[src/design/tws_pkg.sv]
// ----------------------------------------------------------------------------
// tws_pkg: shared types and constants for the timed wait sorted queue
// Queue depth, field widths, operation and status codes, cell commands.
// ----------------------------------------------------------------------------
package tws_pkg;

  localparam int QUEUE_DEPTH = 32;
  localparam int CNT_W       = $clog2(QUEUE_DEPTH + 1);
  localparam int KEY_W       = 16;
  localparam int HANDLE_W    = 8;
  localparam int CFG_IDX_W   = 2;

  localparam logic [CFG_IDX_W-1:0] CFG_INF_KEY  = CFG_IDX_W'(0);
  localparam logic [CFG_IDX_W-1:0] CFG_MAX_WAIT = CFG_IDX_W'(1);

  typedef enum logic [1:0] {
    OP_APPEND = 2'd0,
    OP_INSERT = 2'd1,
    OP_POP    = 2'd2,
    OP_DRAIN  = 2'd3
  } op_t;

  typedef enum logic [1:0] {
    STAT_OK    = 2'd0,
    STAT_EMPTY = 2'd1,
    STAT_FULL  = 2'd2
  } stat_t;

  typedef enum logic {
    S_IDLE  = 1'b0,
    S_DRAIN = 1'b1
  } state_t;

  typedef enum logic [1:0] {
    CELL_HOLD = 2'd0,
    CELL_LOAD = 2'd1,
    CELL_PREV = 2'd2,
    CELL_NEXT = 2'd3
  } cell_cmd_t;

  typedef struct packed {
    cell_cmd_t           cmd;
    logic [KEY_W-1:0]    new_key;
    logic [HANDLE_W-1:0] new_handle;
  } cell_ctl_t;

  function automatic logic [QUEUE_DEPTH-1:0] prefix_or(input logic [QUEUE_DEPTH-1:0] v);
    logic [QUEUE_DEPTH-1:0] p;
    p = v;
    for (int s = 1; s < QUEUE_DEPTH; s = s * 2) begin
      p = p | (p << s);
    end
    return p;
  endfunction

endpackage

[src/design/tws_cell.sv]
// ----------------------------------------------------------------------------
// tws_cell: one queue slot
// Holds a key and handle; loads a new entry or takes its neighbor's entry.
// ----------------------------------------------------------------------------
module tws_cell
  import tws_pkg::*;
(
  input  logic                clk,
  input  cell_ctl_t           ctl,
  input  logic [KEY_W-1:0]    prev_key,
  input  logic [HANDLE_W-1:0] prev_handle,
  input  logic [KEY_W-1:0]    next_key,
  input  logic [HANDLE_W-1:0] next_handle,
  output logic [KEY_W-1:0]    key_r,
  output logic [HANDLE_W-1:0] handle_r
);

  always_ff @(posedge clk) begin
    case (ctl.cmd)
      CELL_LOAD: begin
        key_r    <= ctl.new_key;
        handle_r <= ctl.new_handle;
      end
      CELL_PREV: begin
        key_r    <= prev_key;
        handle_r <= prev_handle;
      end
      CELL_NEXT: begin
        key_r    <= next_key;
        handle_r <= next_handle;
      end
      default: begin
      end
    endcase
  end

endmodule

[src/design/timed_wait_sorted_queue_top.sv]
// ----------------------------------------------------------------------------
// timed_wait_sorted_queue_top: sorted insertion queue of task handles
// Result: registered, shown the cycle after start for append, insert and pop.
// Throughput: one such word per cycle while not busy; a drain of N entries emits
// N words, one per cycle from the front cell, holding busy while it runs.
// Reset: synchronous active low, empties the queue, resets state and config.
// ----------------------------------------------------------------------------
module timed_wait_sorted_queue_top
  import tws_pkg::*;
(
  input  logic                 clk,
  input  logic                 rst_n,
  input  logic                 start,
  output logic                 busy,
  input  logic [1:0]           in_op,
  input  logic [HANDLE_W-1:0]  in_handle,
  input  logic [KEY_W-1:0]     in_wait_time,
  output logic                 out_valid,
  output logic [HANDLE_W-1:0]  out_handle,
  output logic [1:0]           out_status,
  output logic                 out_last,
  input  logic                 cfg_valid,
  output logic                 cfg_ready,
  input  logic [CFG_IDX_W-1:0] cfg_index,
  input  logic [KEY_W-1:0]     cfg_data
);

  state_t              state_r, state_nxt;
  logic [CNT_W-1:0]    count_r, count_nxt;
  logic [KEY_W-1:0]    inf_key_r, max_wait_r;
  logic                ov_r, ov_nxt;
  logic [HANDLE_W-1:0] oh_r, oh_nxt;
  stat_t               os_r, os_nxt;
  logic                ol_r, ol_nxt;
  logic                do_ins, do_pop;
  logic [KEY_W-1:0]    new_key;
  logic [QUEUE_DEPTH-1:0] occ, match, pre;
  op_t                 op;

  logic [KEY_W-1:0]    key_q    [QUEUE_DEPTH];
  logic [HANDLE_W-1:0] handle_q [QUEUE_DEPTH];
  cell_ctl_t           ctl      [QUEUE_DEPTH];

  assign op        = op_t'(in_op);
  assign busy      = (state_r == S_DRAIN);
  assign cfg_ready = 1'b1;

  always_ff @(posedge clk) begin
    if (!rst_n) begin
      inf_key_r  <= '0;
      max_wait_r <= '1;
    end else if (cfg_valid) begin
      if (cfg_index == CFG_INF_KEY) begin
        inf_key_r <= cfg_data;
      end else if (cfg_index == CFG_MAX_WAIT) begin
        max_wait_r <= cfg_data;
      end
    end
  end

  always_comb begin
    if (op != OP_INSERT) begin
      new_key = '0;
    end else if (in_wait_time == '0) begin
      new_key = inf_key_r;
    end else if (in_wait_time > max_wait_r) begin
      new_key = max_wait_r;
    end else begin
      new_key = in_wait_time;
    end
  end

  always_comb begin
    for (int i = 0; i < QUEUE_DEPTH; i++) begin
      occ[i]   = (CNT_W'(i) < count_r);
      match[i] = !occ[i] || ((op == OP_INSERT) && (key_q[i] >= new_key));
    end
  end

  assign pre = prefix_or(match);

  always_comb begin
    for (int i = 0; i < QUEUE_DEPTH; i++) begin
      ctl[i].new_key    = new_key;
      ctl[i].new_handle = in_handle;
      if (do_ins) begin
        if ((i > 0) && pre[(i > 0) ? i - 1 : 0]) begin
          ctl[i].cmd = CELL_PREV;
        end else if (match[i]) begin
          ctl[i].cmd = CELL_LOAD;
        end else begin
          ctl[i].cmd = CELL_HOLD;
        end
      end else if (do_pop) begin
        ctl[i].cmd = CELL_NEXT;
      end else begin
        ctl[i].cmd = CELL_HOLD;
      end
    end
  end

  for (genvar g = 0; g < QUEUE_DEPTH; g++) begin : g_cell
    localparam int PI = (g > 0) ? g - 1 : 0;
    localparam int NI = (g < QUEUE_DEPTH - 1) ? g + 1 : g;
    tws_cell u_cell (
      .clk         (clk),
      .ctl         (ctl[g]),
      .prev_key    (key_q[PI]),
      .prev_handle (handle_q[PI]),
      .next_key    (key_q[NI]),
      .next_handle (handle_q[NI]),
      .key_r       (key_q[g]),
      .handle_r    (handle_q[g])
    );
  end

  always_comb begin
    state_nxt = state_r;
    count_nxt = count_r;
    ov_nxt    = 1'b0;
    oh_nxt    = '0;
    os_nxt    = STAT_OK;
    ol_nxt    = 1'b1;
    do_ins    = 1'b0;
    do_pop    = 1'b0;
    case (state_r)
      S_IDLE: begin
        if (start) begin
          ov_nxt = 1'b1;
          case (op)
            OP_APPEND, OP_INSERT: begin
              if (count_r == CNT_W'(QUEUE_DEPTH)) begin
                os_nxt = STAT_FULL;
              end else begin
                do_ins    = 1'b1;
                count_nxt = count_r + CNT_W'(1);
              end
            end
            OP_POP: begin
              if (count_r == '0) begin
                os_nxt = STAT_EMPTY;
              end else begin
                do_pop    = 1'b1;
                oh_nxt    = handle_q[0];
                count_nxt = count_r - CNT_W'(1);
              end
            end
            OP_DRAIN: begin
              if (count_r == '0) begin
                os_nxt = STAT_EMPTY;
              end else begin
                do_pop    = 1'b1;
                oh_nxt    = handle_q[0];
                count_nxt = count_r - CNT_W'(1);
                ol_nxt    = (count_r == CNT_W'(1));
                if (count_r != CNT_W'(1)) begin
                  state_nxt = S_DRAIN;
                end
              end
            end
            default: begin
            end
          endcase
        end
      end
      S_DRAIN: begin
        ov_nxt    = 1'b1;
        do_pop    = 1'b1;
        oh_nxt    = handle_q[0];
        count_nxt = count_r - CNT_W'(1);
        ol_nxt    = (count_r == CNT_W'(1));
        if (count_r == CNT_W'(1)) begin
          state_nxt = S_IDLE;
        end
      end
      default: begin
        state_nxt = S_IDLE;
      end
    endcase
  end

  always_ff @(posedge clk) begin
    if (!rst_n) begin
      state_r <= S_IDLE;
      count_r <= '0;
      ov_r    <= 1'b0;
    end else begin
      state_r <= state_nxt;
      count_r <= count_nxt;
      ov_r    <= ov_nxt;
    end
  end

  always_ff @(posedge clk) begin
    oh_r <= oh_nxt;
    os_r <= os_nxt;
    ol_r <= ol_nxt;
  end

  assign out_valid  = ov_r;
  assign out_handle = oh_r;
  assign out_status = os_r;
  assign out_last   = ol_r;

endmodule

[config.mk]
export PLATFORM = sky130hd
export DESIGN_NAME = timed_wait_sorted_queue_top
export DESIGN_NICKNAME = d
export VERILOG_FILES = /design/src/design/tws_pkg.sv /design/src/design/tws_cell.sv /design/src/design/timed_wait_sorted_queue_top.sv
export SDC_FILE = /design/constraint.sdc
export NUM_CORES = 2
export LEC_CHECK = 0
export BUFFER_PORTS_ARGS = -buffer_cell sky130_fd_sc_hd__clkbuf_2
export CAP_MARGIN = 20
export CORE_MARGIN = 2
export CORE_UTILIZATION = 50
export CTS_BUF_LIST = sky130_fd_sc_hd__clkbuf_4
export DETAILED_ROUTE_END_ITERATION = 12
export PLACE_DENSITY_LB_ADDON = 0.3
export SLEW_MARGIN = 20
export SYNTH_ARGS = -nofsm -noshare
export SYNTH_HDL_FRONTEND = slang
export SYNTH_SLANG_ARGS = --single-unit
[constraint.sdc]
create_clock -name clk -period 7.9 [get_ports clk]
set_input_delay 0.79 -clock clk [delete_from_list [all_inputs] [get_ports clk]]
set_output_delay 0.79 -clock clk [all_outputs]
set_load 0.05 [all_outputs]
-- Word-level counts from Yosys, hierarchy flattened
Index checks and enable logic that the tools add are counted.
- flip-flop bits (word level): 819
- output and inout bits: 14
- logic and storage cells: 585
- $add $sub $neg: 2
- magnitude comparators: 65
- equal/unequal tests: 105
- multiplexer cells: 195
- bitwise operators: 8
- reductions and logical operators: 138
- operator list (kind ; number):
    $pmux 16 s3 ; 30
    $pmux 8 s3 ; 30
    $ge 16x16->1 ; 32
    $or 31x31->31 ; 5
    $mux 2 ; 65
    $eq 2x2->1 const B ; 64
    $lt 5x6->1 const A ; 16
    $reduce_bool 3->1 ; 30
    $eq 2x1->1 const B ; 34
    $pmux 16 s2 ; 2
    $mux 1 ; 49
    $lt 4x6->1 const A ; 8
    $mux 16 ; 3
    $pmux 8 s2 ; 3
    $logic_and 1x1->1 ; 32
    $logic_not 1->1 ; 32
    $logic_or 1x1->1 ; 32
    $lt 3x6->1 const A ; 4
    $mux 8 ; 3
    $pmux 6 s2 ; 2
    $mux 6 ; 3
    $gt 16x16->1 ; 1
    $logic_not 16->1 ; 1
    $lt 1x6->1 const A ; 2
    18 further kinds ; 30

-- Logic depth before layout (Yosys ltp)
- depth after elaboration: 16
- mapped depth: 30
- depth with buffers taken out: 23

-- Cells and area by module
A second synthesis with hierarchy kept.
- cell total of the unflattened synthesis: 5247
- area, all modules: 54935.2 um2
- by module, submodules not included (module ; instances ; cells an instance ; area each (um2)):
    tws_cell ; 32 ; 105 ; 1249.9
    timed_wait_sorted_queue_top ; 1 ; 1887 ; 14936.8

-- Worst setup path after synthesis
OpenSTA, ideal clock, no wires.
- path type: in2reg
- start point: input port in_wait_time[14]
- end point: register g_cell[30].u_cell.handle_r[0] (enable)
- setup time: 413 ps
- arrival time: 7545 ps
- data required time: 7487 ps
- setup slack: -58 ps
- cell stages on the path: 23
- cell sequence: ha_1 > or2_2 > or4_1 > o32ai_1 > a21oi_1 > buf_2 > mux2i_1 > a21oi_1 > clkinv_1 > clkbuf_1 > ha_1 > a21oi_1 > o21ai_0 > or3b_2 > a41oi_1 > nor4_2 > and4_1 > and4_1 > buf_2 > and2_1 > buf_2 > buf_2 > a21oi_1
- word-level cells in the longest chain between the ends: 16
- RTL lines (what ; RTL line ; source):
    from (decl) ; timed_wait_sorted_queue_top.sv:17 ; input logic [KEY_W-1:0] in_wait_time,
    $gt 16x16->1 ; timed_wait_sorted_queue_top.sv:66 ; end else if (in_wait_time > max_wait_r) begin
    $mux 16 ; timed_wait_sorted_queue_top.sv:66 ;
    $mux 16 * ; timed_wait_sorted_queue_top.sv:64 ; end else if (in_wait_time == '0) begin
    $mux 16 * ; timed_wait_sorted_queue_top.sv:62 ; if (op != OP_INSERT) begin
    $ge 16x16->1 ; timed_wait_sorted_queue_top.sv:76 ; match[i] = !occ[i] || ((op == OP_INSERT) && (key_q[i] >= new_key));
    $logic_and 1x1->1 ; timed_wait_sorted_queue_top.sv:76 ;
    $logic_or 1x1->1 ; timed_wait_sorted_queue_top.sv:76 ;
    $or 31x31->31 (5 in a row) ; tws_pkg.sv:51 ; p = p | (p << s);
    $mux 2 * ; timed_wait_sorted_queue_top.sv:87 ; if ((i > 0) && pre[(i > 0) ? i - 1 : 0]) begin
    $mux 2 * ; timed_wait_sorted_queue_top.sv:86 ; if (do_ins) begin
    $eq 2x1->1 / $eq 2x2->1 (equally long branches) ; tws_cell.sv:19 ; case (ctl.cmd)
    $reduce_bool 3->1 (no line) * ; n/a ;
    to (signal assigned) ; tws_cell.sv:22 ; handle_r <= ctl.new_handle;
    to (signal assigned) ; tws_cell.sv:26 ; handle_r <= prev_handle;
    to (signal assigned) ; tws_cell.sv:30 ; handle_r <= next_handle;
    to (decl) ; tws_cell.sv:15 ; output logic [HANDLE_W-1:0] handle_r
Mark *: on every way between the ends. The rest lies on a longest branch, timed or not.
A chain may end at the register's enable or synchronous reset.

-- Worst setup path after layout
- start point: register max_wait_r[14]
- end point: register g_cell[29].u_cell.key_r[12], data pin
- word-level cells in the longest chain between the ends: 16
- RTL lines (what ; RTL line ; source):
    from (decl) ; timed_wait_sorted_queue_top.sv:30 ; logic [KEY_W-1:0] inf_key_r, max_wait_r;
    from (signal assigned) ; timed_wait_sorted_queue_top.sv:56 ; max_wait_r <= cfg_data;
    $gt 16x16->1 ; timed_wait_sorted_queue_top.sv:66 ;
    $mux 16 * ; timed_wait_sorted_queue_top.sv:66 ;
    $mux 16 * ; timed_wait_sorted_queue_top.sv:64 ;
    $mux 16 * ; timed_wait_sorted_queue_top.sv:62 ;
    $ge 16x16->1 ; timed_wait_sorted_queue_top.sv:76 ;
    $logic_and 1x1->1 ; timed_wait_sorted_queue_top.sv:76 ;
    $logic_or 1x1->1 ; timed_wait_sorted_queue_top.sv:76 ;
    $or 31x31->31 (5 in a row) ; tws_pkg.sv:51 ;
    $mux 2 ; timed_wait_sorted_queue_top.sv:87 ;
    $mux 2 ; timed_wait_sorted_queue_top.sv:86 ;
    $eq 2x2->1 / $eq 2x1->1 (equally long branches) ; tws_cell.sv:19 ;
    $pmux 16 s3 * ; tws_cell.sv:19 ;
    to (signal assigned) ; tws_cell.sv:21 ; key_r <= ctl.new_key;
    to (signal assigned) ; tws_cell.sv:25 ; key_r <= prev_key;
    to (signal assigned) ; tws_cell.sv:29 ; key_r <= next_key;
    to (decl) ; tws_cell.sv:14 ; output logic [KEY_W-1:0] key_r,
Marks and branches as above.

==> reports/results.tsv <==
stage	metric	value	unit
synth	yosysWarnings	0	
timing	rsz0062_at_grt	false	
timing	max-slew-margin-rel	16.6	%
worst_setup_path	path_max_fanout	33	
final_layout	area_growth	10.9	%
timing	finalSetupViolCount	0	
timing	worst_pin_slew	1250	ps
worst_setup_path	slowest_stage	a211oi_1	
floorplan	core_area	0.102	mm²
timing	hold_slack	70.5	ps
route	routed_wl	183000	µm
timing	fin_ws	317	ps
floorplan	fp-row-count	117	
clock_tree	clk_pin_slew	70	ps
floorplan	start_util	50.4	%
worst_setup_path	worstPathCellList	inv_1 -> ha_1 -> or2_2 -> or4_1 -> o32ai_1 -> a21oi_4 -> mux2i_1 -> a21oi_2 -> inv_2 -> buf_4 -> ha_1 -> nand3_1 -> o22ai_1 -> or3_1 -> a211oi_1 -> o21ai_1 -> buf_4 -> nor4_1 -> and4_1 -> buf_4 -> and2_1 -> o2111ai_1	
power_and_ir_drop	pwr-share-comb	43.4	%
power_and_ir_drop	clockPowerShare	15.7	%
global_routing	antenna_found_initial	3	
synth	synth_area	0.0513	mm²
power_and_ir_drop	total_power	25.2	mW
placed_design	dp.cells	6132	
global_routing	use_met3	8.80	%
final_layout	fin_nets	5592	
timing	finalCriticalPeriod	7580	ps
worst_setup_path	crit_type	flop to flop	
final_layout	design_area	0.0568	mm²
power_and_ir_drop	sw_frac_of_total	44.0	%
worst_setup_path	cp-end-kind	flop	
global_routing	track_usage	34.4	%
global_routing	met1_usage	48.8	%
timing	finalMaxSlewViolations	0	
route	dr_total_vias	44655	
worst_setup_path	crit_family	simple AND/OR/NAND/NOR gates	
synth	synth_ff_type	edfxtp_1	
floorplan	die_w	324	µm
synth	ys_seq_area_share	47.0	%
worst_setup_path	crit_top_cell	buf_4	
synth	syn-num-nets	5464	
global_routing	gr-total-overflow	0	
power_and_ir_drop	p_switching	11.1	mW
global_routing	grt_max_degree	211	
clock_tree	clk_latency	1200	ps
outcome	outcome	completed	
clock_tree	cts_setup_buffers	0	
global_routing	grt_pass1_vias	42072	
job	maxCapViolations	0	
synth	synthArstFlopShare	0	%
clock_tree	clk_path_buf_depth	3	
worst_setup_path	crit_arrival	8400	ps
timing	setup_tns	0	ps
timing	timing.fmax	132	MHz
final_layout	instances_no_fill	6558	
power_and_ir_drop	power_density	444	mW/mm²
clock_tree	clock_sinks	819	
global_routing	busiest_layer	met2	
power_and_ir_drop	max-vdd-ir-drop	0.398	mV
placed_design	io_buffers	60	
floorplan	pin_count	62	
route	viasPerCell	6.81	
route	drt-initial-drc-count	6723	
placed_design	dp_slack	35.5	ps
route	wl_per_cell	27.9	µm
hold_path	hold_path_class	primary input to flop	
placed_design	gp_congestion	0.960	
worst_setup_path	path_buf_inv	5	
placed_design	place_area	0.0536	mm²
synth	ys_ff_latch	819	
timing	clock_skew	114	ps
clock_tree	cts_tree	yes	
final_layout	final_core_util	55.9	%
global_routing	met2_usage	49.0	%
power_and_ir_drop	p_int	14.1	mW
timing	period_share	96.0	%
route	ant_nets	0	
placed_design	place_hpwl	127000	µm
power_and_ir_drop	leakagePower	21.8	nW
timing	final_hold_viol_count	0	
synth	synth_edf_count	768	
floorplan	dieHeight	324	µm
power_and_ir_drop	p_seq_share	40.9	%
final_layout	final_layout_size_suffix_gt1_share	13.8	%
synth	syn_avg_cell_area	10.5	µm²
route	drt_drc_violations_left	0	
worst_setup_path	slowest_delay	560	ps
global_routing	grt_first_pass_wirelength	271000	µm
clock_tree	htreeDepth	4	
clock_tree	cts_root_buffer	clkbuf_4	
synth	postSynthCellCount	4884	
route	dr.pass1.iters	6	
synth	yosysUniqueCellTypes	89	
floorplan	die_area	0.105	mm²
worst_setup_path	critPathRequiredTime	8710	ps
clock_tree	cts_buffers	216	
worst_setup_path	cp-start-kind	flop	
Yosys cell counts (all sizes together) (13+ instances only):
cell     instances  area [µm²]
buf             82         434
nand2b          33         206
nor4            19         161
a211oi          35         275
o221ai          81         709
a2111oi         16         140
o21ai          264        1350
a211o           19         166
a21o            57         428
or3             13        86.3
a221oi          72         631
dfxtp           51        1020
o21a            22         165
o221a           18         203
mux2i           83         831
edfxtp         768       23100
ha             532        6660
and2           187        1170
a31oi           72         450
nand3           46         243
inv            163         612
a22oi           44         330
a221o          297        2970
nor2           275        1040
o22ai           80         500
o211ai          46         345
clkbuf         278        1040
nand4           60         375
o2111ai         19         166
a21oi          370        1860
nor3            55         292
and4            15         131
nand2          578        2180
nor2b           13        81.3
state kept, by name, indices dropped and copies added (netlist names):
signal                  count
out_last                    1
out_handle                  8
busy                        1
count_r                     6
out_valid                   1
g_cell.u_cell.key_r       512
max_wait_r                 16
inf_key_r                  16
out_status                  2
g_cell.u_cell.handle_r    256
worst reg2reg max path: stages (launching register included):
cell and delay [ps]:
dfxtp_1 330, inv_1 70, ha_1 180, or2_2 310
or4_1 470, o32ai_1 420, a21oi_4 280, mux2i_1 260
a21oi_2 110, inv_2 480, buf_4 280, ha_1 250
nand3_1 110, o22ai_1 100, or3_1 410, a211oi_1 560
o21ai_1 440, buf_4 260, nor4_1 400, and4_1 410
buf_4 380, and2_1 550, o2111ai_1 190
final cells by class:
cell class	count	area (µm²)
inverter	175	657
sequential	819	24100
clock buffer	344	2580
fill	8725	44900
tap	1368	1710
timing repair buffer	270	2150
multi-input combinational	3530	25400
clock inverter	44	259
antenna	8	20.0
power by group through the flow:
stage	sequential (mW)	clock [mW]	combinational, mW
global route	10.4	4.18	12.0
detailed placement	10.3	0	10.6
finish	10.3	3.95	11.0
CTS	10.2	3.96	10.7
floorplan	9.16	0	7.49
global placement	10.2	0	10.3
timing repair:
item                                   CTS  global route
hold buffers                            27             0
endpoints found under the hold margin   34             0
resized for setup                        0             0
placed cells by master (no fill, tap or decap), types with 46 or more instances in the layout:
cell type,instances
edfxtp_1,768
nand2_1,576
ha_1,532
a21oi_1,356
clkbuf_4,344
a221o_1,297
nor2_1,269
o21ai_0,251
and2_1,183
buf_4,166
inv_1,157
mux2i_1,83
o221ai_1,81
o22ai_1,80
a221oi_1,72
a31oi_1,69
nand4_1,60
clkbuf_2,60
a21o_1,57
nor3_1,53
dfxtp_1,51
o211ai_1,46
cell families after synthesis:
kind of cell    share of synthesized area [%]
fa+ha+maj                                13.0
flops                                    47.0
xor+xnor                               0.0854
buf+inv                                  4.16
other cells                           0.00731
mux                                      1.62
compound gates                           21.9
simple gates                             12.3
per-layer routing:
layer	routed length (µm)	part of all wire, %	vias up
li1	-	-	19446
met1	73500	40	21575
met2	75700	41	3112
met3	24600	13	522
met4	9250	5.1	0
met5	0	0	-
worst paths after layout:
check / startpoint / endpoint / slack [ps] / cells after the start
max: max_wait_r[14]$_SDFFE_PN1P_ / g_cell[29].u_cell.key_r[12]$_DFFE_PP_ / 320 / 22
min: cfg_index[1] / inf_key_r[3]$_SDFFE_PN0P_ / 70 / 4
max reg2reg: max_wait_r[14]$_SDFFE_PN1P_ / g_cell[29].u_cell.key_r[12]$_DFFE_PP_ / 320 / 22
min reg2reg: inf_key_r[14]$_SDFFE_PN0P_ / inf_key_r[14]$_SDFFE_PN0P_ / 460 / 2
No activity file was read; power rests on OpenSTA's default activity.
